--- config.mk ---
export PLATFORM = sky130hd
export DESIGN_NAME = indexed_list_insert_remove_core_flat
export DESIGN_NICKNAME = d
export VERILOG_FILES = /design/src/rtl/core/ilir_pkg.sv /design/src/rtl/core/ilir_in_if.sv /design/src/rtl/core/ilir_out_if.sv /design/src/rtl/core/ilir_cell.sv /design/src/rtl/core/indexed_list_insert_remove_core.sv /design/src/flat_wrapper.sv
export SDC_FILE = /design/constraint.sdc
export NUM_CORES = 2
export LEC_CHECK = 0
export CAP_MARGIN = 15
export CORE_MARGIN = 1
export CORE_UTILIZATION = 50
export CTS_CLUSTER_SIZE = 12
export DETAILED_ROUTE_END_ITERATION = 6
export DONT_BUFFER_PORTS = 1
export PLACE_DENSITY = 0.69
export SLEW_MARGIN = 20
export SYNTH_ARGS = -nofsm -noshare
export SYNTH_HDL_FRONTEND = slang
export SYNTH_HIERARCHICAL = 1
export SYNTH_SLANG_ARGS = --single-unit
export TNS_END_PERCENT = 50
--- constraint.sdc ---
create_clock -name clk -period 8.9 [get_ports clk]
set_input_delay 0 -clock clk [delete_from_list [all_inputs] [get_ports clk]]
set_output_delay 0 -clock clk [all_outputs]
set_load 0.05 [all_outputs]
--- src/rtl/core/ilir_pkg.sv ---
package ilir_pkg;

	localparam int DATA_W   = 32;
	localparam int POS_W    = 7;
	localparam int LEN_W    = 7;
	localparam int CMD_W    = 2;
	localparam int STATUS_W = 2;
	// Cells per group of the read-out tree.
	localparam int GRP_SIZE = 16;

	typedef enum logic [CMD_W-1:0] {
		CMD_ADD    = 2'd0,
		CMD_REMOVE = 2'd1,
		CMD_GET    = 2'd2,
		CMD_SET    = 2'd3
	} cmd_t;

	typedef enum logic [STATUS_W-1:0] {
		ST_OK    = 2'd0,
		ST_RANGE = 2'd1,
		ST_FULL  = 2'd2
	} status_t;

	typedef enum logic [1:0] {
		MODE_HOLD,
		MODE_LEFT,
		MODE_RIGHT,
		MODE_LOAD
	} cell_mode_t;

	typedef enum logic [1:0] {
		S_IDLE,
		S_EXEC,
		S_RESULT
	} state_t;

endpackage

--- src/rtl/core/ilir_in_if.sv ---
interface ilir_in_if;
	logic                               valid;
	logic                               ready;
	logic [ilir_pkg::CMD_W-1:0]         cmd;
	logic [ilir_pkg::POS_W-1:0]         position;
	logic signed [ilir_pkg::DATA_W-1:0] value_in;

	modport source (output valid, output cmd, output position, output value_in, input ready);
	modport sink (input valid, input cmd, input position, input value_in, output ready);
endinterface

--- src/rtl/core/ilir_out_if.sv ---
interface ilir_out_if;
	logic                               valid;
	logic                               ready;
	logic signed [ilir_pkg::DATA_W-1:0] value_out;
	logic [ilir_pkg::STATUS_W-1:0]      status;
	logic [ilir_pkg::LEN_W-1:0]         length;

	modport source (output valid, output value_out, output status, output length, input ready);
	modport sink (input valid, input value_out, input status, input length, output ready);
endinterface

--- src/rtl/core/ilir_cell.sv ---
module ilir_cell (
	input  logic                          clk,
	input  ilir_pkg::cell_mode_t          mode,
	input  logic [ilir_pkg::DATA_W-1:0]   left,
	input  logic [ilir_pkg::DATA_W-1:0]   right,
	input  logic [ilir_pkg::DATA_W-1:0]   load,
	input  logic                          sel,
	output logic [ilir_pkg::DATA_W-1:0]   data,
	output logic [ilir_pkg::DATA_W-1:0]   rd
);

	logic [ilir_pkg::DATA_W-1:0] data_q;

	always_ff @(posedge clk) begin
		case (mode)
			ilir_pkg::MODE_LEFT:  data_q <= left;
			ilir_pkg::MODE_RIGHT: data_q <= right;
			ilir_pkg::MODE_LOAD:  data_q <= load;
			default:              data_q <= data_q;
		endcase
	end

	assign data = data_q;
	// Only the addressed cell drives the read-out tree.
	assign rd = sel ? data_q : '0;

endmodule

--- src/rtl/core/indexed_list_insert_remove_core.sv ---
// A command is registered when accepted, executed in S_EXEC, and its result is loaded into the
// output register from S_RESULT; a new command is accepted only in S_IDLE, once that is done.
// The cell row updates at the end of S_EXEC, and the addressed entry comes out through a
// two-level registered OR tree.
// A waiting result does not block the next command; only loading the next result waits for it.
// Reset clears the entry count, the sequencer and the output valid; entries are not cleared.
module indexed_list_insert_remove_core #(
	parameter int CAPACITY = 64
) (
	input  logic         clk,
	input  logic         arst_n,
	ilir_in_if.sink      in,
	ilir_out_if.source   out
);

	localparam int CNT_W = $clog2(CAPACITY + 1);
	localparam int CMP_W = (CNT_W > ilir_pkg::POS_W) ? CNT_W : ilir_pkg::POS_W;
	localparam int NGRP  = (CAPACITY + ilir_pkg::GRP_SIZE - 1) / ilir_pkg::GRP_SIZE;
	localparam int DW    = ilir_pkg::DATA_W;

	ilir_pkg::state_t  state_q, state_d;
	ilir_pkg::cmd_t    cmd_q;
	logic [ilir_pkg::POS_W-1:0] pos_q;
	logic [DW-1:0]     val_q;
	logic [CNT_W-1:0]  count_q;

	ilir_pkg::status_t status_c, status_s2;
	logic              rdok_s2;
	logic [DW-1:0]     grp_c  [NGRP];
	logic [DW-1:0]     grp_s2 [NGRP];
	logic [DW-1:0]     rd_val;

	logic              out_valid_q;
	logic [DW-1:0]     out_value_q;
	ilir_pkg::status_t out_status_q;
	logic [ilir_pkg::LEN_W-1:0] out_length_q;

	logic accept, exec, result_ld;
	logic [CMP_W-1:0] pos_ext, cnt_ext;
	logic op_ok;

	logic [DW-1:0] cell_data [CAPACITY];
	logic [DW-1:0] cell_rd   [CAPACITY];

	// Sequencer.
	always_comb begin
		state_d = state_q;
		case (state_q)
			ilir_pkg::S_IDLE:   if (in.valid) state_d = ilir_pkg::S_EXEC;
			ilir_pkg::S_EXEC:   state_d = ilir_pkg::S_RESULT;
			ilir_pkg::S_RESULT: if (!out_valid_q || out.ready) state_d = ilir_pkg::S_IDLE;
			default:            state_d = ilir_pkg::S_IDLE;
		endcase
	end

	always_comb begin
		in.ready  = 1'b0;
		exec      = 1'b0;
		result_ld = 1'b0;
		case (state_q)
			ilir_pkg::S_IDLE:   in.ready = 1'b1;
			ilir_pkg::S_EXEC:   exec = 1'b1;
			ilir_pkg::S_RESULT: result_ld = !out_valid_q || out.ready;
			default: begin
				in.ready  = 1'b0;
				exec      = 1'b0;
				result_ld = 1'b0;
			end
		endcase
	end

	assign accept = in.valid && in.ready;

	always_ff @(posedge clk or negedge arst_n) begin
		if (!arst_n) begin
			state_q <= ilir_pkg::S_IDLE;
		end else begin
			state_q <= state_d;
		end
	end

	always_ff @(posedge clk) begin
		if (accept) begin
			cmd_q <= ilir_pkg::cmd_t'(in.cmd);
			pos_q <= in.position;
			val_q <= in.value_in;
		end
	end

	// Command check against the current count.
	assign pos_ext = CMP_W'(pos_q);
	assign cnt_ext = CMP_W'(count_q);

	always_comb begin
		status_c = ilir_pkg::ST_OK;
		if (cmd_q == ilir_pkg::CMD_ADD) begin
			if (pos_ext > cnt_ext) begin
				status_c = ilir_pkg::ST_RANGE;
			end else if (cnt_ext == CMP_W'(CAPACITY)) begin
				status_c = ilir_pkg::ST_FULL;
			end
		end else if (pos_ext >= cnt_ext) begin
			status_c = ilir_pkg::ST_RANGE;
		end
	end

	assign op_ok = exec && (status_c == ilir_pkg::ST_OK);

	// Row of cells: each one holds one list position.
	for (genvar i = 0; i < CAPACITY; i++) begin : g_cell
		ilir_pkg::cell_mode_t mode;
		logic                 hit;
		logic [DW-1:0]        left, right;

		assign hit = (pos_ext == CMP_W'(i));

		if (i == 0) begin : g_first
			assign left = '0;
		end else begin : g_mid_l
			assign left = cell_data[i-1];
		end
		if (i == CAPACITY - 1) begin : g_last
			assign right = cell_data[i];
		end else begin : g_mid_r
			assign right = cell_data[i+1];
		end

		always_comb begin
			mode = ilir_pkg::MODE_HOLD;
			if (op_ok) begin
				case (cmd_q)
					ilir_pkg::CMD_ADD: begin
						if (hit) mode = ilir_pkg::MODE_LOAD;
						else if (pos_ext < CMP_W'(i)) mode = ilir_pkg::MODE_LEFT;
					end
					ilir_pkg::CMD_REMOVE: begin
						if (pos_ext <= CMP_W'(i)) mode = ilir_pkg::MODE_RIGHT;
					end
					ilir_pkg::CMD_SET: begin
						if (hit) mode = ilir_pkg::MODE_LOAD;
					end
					default: mode = ilir_pkg::MODE_HOLD;
				endcase
			end
		end

		ilir_cell u_cell (
			.clk   (clk),
			.mode  (mode),
			.left  (left),
			.right (right),
			.load  (val_q),
			.sel   (hit),
			.data  (cell_data[i]),
			.rd    (cell_rd[i])
		);
	end

	// First level of the read-out tree; it samples the old entries at the update edge.
	always_comb begin
		for (int g = 0; g < NGRP; g++) begin
			grp_c[g] = '0;
			for (int k = 0; k < ilir_pkg::GRP_SIZE; k++) begin
				if (g * ilir_pkg::GRP_SIZE + k < CAPACITY) begin
					grp_c[g] = grp_c[g] | cell_rd[g * ilir_pkg::GRP_SIZE + k];
				end
			end
		end
	end

	always_ff @(posedge clk) begin
		if (exec) begin
			grp_s2    <= grp_c;
			status_s2 <= status_c;
			rdok_s2   <= (status_c == ilir_pkg::ST_OK) && (cmd_q != ilir_pkg::CMD_ADD);
		end
	end

	always_comb begin
		rd_val = '0;
		for (int g = 0; g < NGRP; g++) begin
			rd_val = rd_val | grp_s2[g];
		end
	end

	always_ff @(posedge clk or negedge arst_n) begin
		if (!arst_n) begin
			count_q <= '0;
		end else if (op_ok) begin
			if (cmd_q == ilir_pkg::CMD_ADD) begin
				count_q <= count_q + CNT_W'(1);
			end else if (cmd_q == ilir_pkg::CMD_REMOVE) begin
				count_q <= count_q - CNT_W'(1);
			end
		end
	end

	// Output register.
	always_ff @(posedge clk or negedge arst_n) begin
		if (!arst_n) begin
			out_valid_q <= 1'b0;
		end else if (result_ld) begin
			out_valid_q <= 1'b1;
		end else if (out.ready) begin
			out_valid_q <= 1'b0;
		end
	end

	always_ff @(posedge clk) begin
		if (result_ld) begin
			out_value_q  <= rdok_s2 ? rd_val : '0;
			out_status_q <= status_s2;
			out_length_q <= ilir_pkg::LEN_W'(count_q);
		end
	end

	assign out.valid     = out_valid_q;
	assign out.value_out = out_value_q;
	assign out.status    = out_status_q;
	assign out.length    = out_length_q;

	a_count_bound: assert property (@(posedge clk) disable iff (!arst_n)
		CNT_W'(CAPACITY) >= count_q)
		else $error("entry count above capacity");

	a_err_zero: assert property (@(posedge clk) disable iff (!arst_n)
		out.valid && (out.status != ilir_pkg::ST_OK) |-> out.value_out == '0)
		else $error("error result carries a nonzero value");

	a_accept_exec: assert property (@(posedge clk) disable iff (!arst_n)
		accept |=> state_q == ilir_pkg::S_EXEC)
		else $error("accepted command did not start execution");

	a_result_order: assert property (@(posedge clk) disable iff (!arst_n)
		state_q == ilir_pkg::S_EXEC |=> state_q == ilir_pkg::S_RESULT)
		else $error("execution not followed by result stage");

endmodule

--- src/flat_wrapper.sv ---
// flat-port wrapper written by rule: the top's interface ports become plain ports
module indexed_list_insert_remove_core_flat 
#(
	parameter int CAPACITY = 64
)
  (clk, arst_n, in_valid, in_cmd, in_position, in_value_in, in_ready, out_valid, out_value_out, out_status, out_length, out_ready);
  ilir_in_if in_i ();
  ilir_out_if out_i ();
  input  logic clk;
  input  logic arst_n;
  input wire logic [$bits(in_i.valid)-1:0] in_valid;
  input wire logic [$bits(in_i.cmd)-1:0] in_cmd;
  input wire logic [$bits(in_i.position)-1:0] in_position;
  input wire logic [$bits(in_i.value_in)-1:0] in_value_in;
  output wire logic [$bits(in_i.ready)-1:0] in_ready;
  output wire logic [$bits(out_i.valid)-1:0] out_valid;
  output wire logic [$bits(out_i.value_out)-1:0] out_value_out;
  output wire logic [$bits(out_i.status)-1:0] out_status;
  output wire logic [$bits(out_i.length)-1:0] out_length;
  input wire logic [$bits(out_i.ready)-1:0] out_ready;
  assign in_i.valid = in_valid;
  assign in_i.cmd = in_cmd;
  assign in_i.position = in_position;
  assign in_i.value_in = in_value_in;
  assign in_ready = in_i.ready;
  assign out_valid = out_i.valid;
  assign out_value_out = out_i.value_out;
  assign out_status = out_i.status;
  assign out_length = out_i.length;
  assign out_i.ready = out_ready;
  indexed_list_insert_remove_core #(.CAPACITY(CAPACITY)) u_core (.clk(clk), .arst_n(arst_n), .in(in_i), .out(out_i));
endmodule
==> run summary <==
GR Overflow Total -> 0
CTS tree -> built
Reg clk slew, reported paths -> 0.06 ns
slowest library cell on the worst path -> or2_2
commonest non-fill, non-tap cell in the layout -> edfxtp_1
Hold Crit Class -> input pin to async pin
CP arrival -> 5.91 ns
Synth Cell Area -> 135000 sq um
initial core utilization -> 50.4%
Slew Viols, Final -> 0
setup repair bufs after CTS -> 0
residual DRC count -> 20
Die Wd -> 522 um
Setup-failing EPs final -> 0
Critical Path Sink Type -> flop
Port Buffers -> 0
antenna violations before repair -> 28
area of the core -> 268000 sq um
EDFF count, synth -> 2261
fmax -> 185 MHz
outcome -> finished with violations
Worst path max stage delay -> 0.94 ns
Placed Area -> 136000 sq um
maximum root-to-sink buffer count -> 4
Synth Register Bits -> 2271
die height -> 522 um
die area -> 272000 sq um
worst path bufs/invs -> 2
Final Non-Filler Cells -> 16300
DRT Pass-1 Iters -> 7
Worst Setup Slack post-DPL -> 3.67 ns
Routed Antenna Nets -> 0
crit share post-route -> 60.8%
Layout Skew -> 0.0403 ns
Avg Synthesized Cell Area -> 10.6 sq um
synth warn -> 6
Nets -> 12600
Power, Total -> 26.6 mW
DPL Wire Length -> 343 mm
final instance area -> 145000 sq um
Worst slew margin -> 8.61%
Async SR Flop Fraction -> 0.440%
top-area cell type share of the netlist area -> 50.2%
endpoints failing hold -> 0
failing checks -> design-rule violations
Clock Sink Count -> 2271
Vias/cell -> 6.45
GP Congestion -> 0.996
Yosys cell types -> 61
Clock Latency Late Sink -> 0.92 ns
Req. time, crit path -> 9.40 ns
register area share after synthesis -> 50.4%
Gate Count Post-Synth -> 12800
Tmin final -> 5.41 ns
Area Growth Syn to Fin -> 7.36%
IO Pins -> 88
worst vdd ir -> 0.000213 V
Root Buffer -> clkbuf_16
largest net degree at the start of global routing -> 87
CP startpoint kind -> flop
delay-heaviest family, CP -> simple AND/OR/NAND/NOR gates
RSZ-0062 raised after global routing -> no
H-tree levels -> 5
wire length per cell -> 31.0 um
vias -> 105000
most frequent cells in the layout -> 2261 x edfxtp_1, 2110 x nor2_1, 2094 x a21oi_1
post-synth top area cell -> edfxtp_1
DRT iter0 DRCs -> 13800
leakage -> 46.3 nW
drt total wl -> 505 mm
GR Util All Layers -> 36.0%
first-pass GRT wire length -> 718 mm
CP Max Fanout -> 65
Worst-Margin Slew -> 1.36 ns
dpl cells -> 15700
row count -> 190
MaxCap Viol Count -> 0
Synth area leaders -> edfxtp_1 50%, mux2i_1 15%, and2_1 9.5%
Setup CP Type -> flop to flop
Post-synth top flop -> edfxtp_1
pwr/cell area -> 183 nW/um^2
final setup TNS -> 0 ns
CTS buffer count -> 267
vias in the first global route -> 100000
Final Worst Setup Slack -> 3.49 ns
Cell Chain, Critical Path -> nor2_1, nand2_1, nor2_2, buf_4, nand2_1, a21oi_4, buf_4, or2_2
layout cells sized above 1 -> 7.57%
Yosys cell counts, types with 71 or more instances:
| cell type | number |
|---|---|
| or2_2 | 71 |
| nor2_1 | 2181 |
| clkbuf_1 | 428 |
| nand4_1 | 130 |
| buf_2 | 210 |
| mux2i_1 | 2054 |
| a21oi_1 | 2129 |
| edfxtp_1 | 2261 |
| buf_12 | 192 |
| and2_1 | 2059 |
| nor4_1 | 524 |
| nand2_1 | 82 |
kinds of logic (layout without fill, tap and decap cells):
| kind of cell | after synthesis | in the layout | synth area share, % |
|---|---|---|---|
| adder cells (fa/ha/maj) | 17 | 17 | 0.163 |
| other | 1 | 44 | 0.00277 |
| AO/OA/AOI/OAI | 2267 | 2267 | 8.73 |
| buffers and inverters | 985 | 894 | 5.78 |
| flip-flops | 2271 | 2271 | 50.4 |
| multiplexers | 2055 | 2055 | 15.2 |
| AND/OR/NAND/NOR | 5158 | 5158 | 19.6 |
| XOR/XNOR | 7 | 7 | 0.0454 |
stage by stage:
stage / hold slack, ns / utilization [%]
after floorplan: -0.296 / -
after global placement: -0.295 / 50.6
after detailed placement: -0.295 / 50.6
after CTS: 0.132 / 54.0
after global routing: 0.174 / 54.1
final: 0.176 / 54.1
state kept, by name, indices dropped and copies added, names as in the netlist:
name and count:
u_core/cmd_q 2, u_core/val_q 32, u_core/state_q 2, u_core/grp_s2 128
u_core/g_cell.u_cell/data 2048, u_core/cnt_ext 7, u_core/status_s2 2, u_core/out.length 7
u_core/out.valid 1, u_core/out.status 2, u_core/pos_ext 7, u_core/out.value_out 32
u_core/rdok_s2 1
layout make-up:
type	count	area (sq um)
diodes	12	30.0
clock buffers	327	7030
clock inverters	142	1240
fillers	23300	123000
inverters	19	71.3
multi-input cells	9536	60900
flip-flops and latches	2271	68100
well taps	3552	4440
repair buffers	406	3290
power by group:
part / internal [mW] / total [mW] / leakage [nW] / switching (mW)
combinational: 0.703 / 2.98 / 21.6 / 2.28
clock: 6.08 / 10.8 / 4.04 / 4.72
sequential: 12.2 / 12.8 / 20.6 / 0.537
path summary, 6_finish.rpt:
check                                              start                                         end  slack [ns]  cells after the start
max in group asynchronous                         arst_n               u_core/cnt_ext[3]$_DFFE_PN0P_        8.20                      2
max                          u_core/pos_ext[5]$_DFFE_PP_  u_core/g_cell[25].u_cell/data[6]$_DFFE_PP_        3.49                      8
min reg2reg                u_core/status_s2[1]$_DFFE_PN_              u_core/out.status[1]$_DFFE_PP_        0.45                      0
min in group clk                         in_value_in[22]                  u_core/val_q[22]$_DFFE_PP_        0.24                      2
max reg2reg                  u_core/pos_ext[5]$_DFFE_PP_  u_core/g_cell[25].u_cell/data[6]$_DFFE_PP_        3.49                      8
min                                               arst_n               u_core/state_q[1]$_DFFE_PN0P_        0.18                      2
routing by layer:
layer,up-vias,part of all wire [%],track usage (%)
li1,45500,-,-
met1,51500,38,46.9
met2,6587,43,54.2
met3,1382,11,8.50
met4,14,7.3,22.5
met5,-,0.019,0
repair_timing:
| action | CTS | global route |
|---|---|---|
| resized for setup | 0 | 0 |
| hold endpoints to repair | 112 | 0 |
| hold buffers | 88 | 0 |
Power figures use the tool's default switching activity.
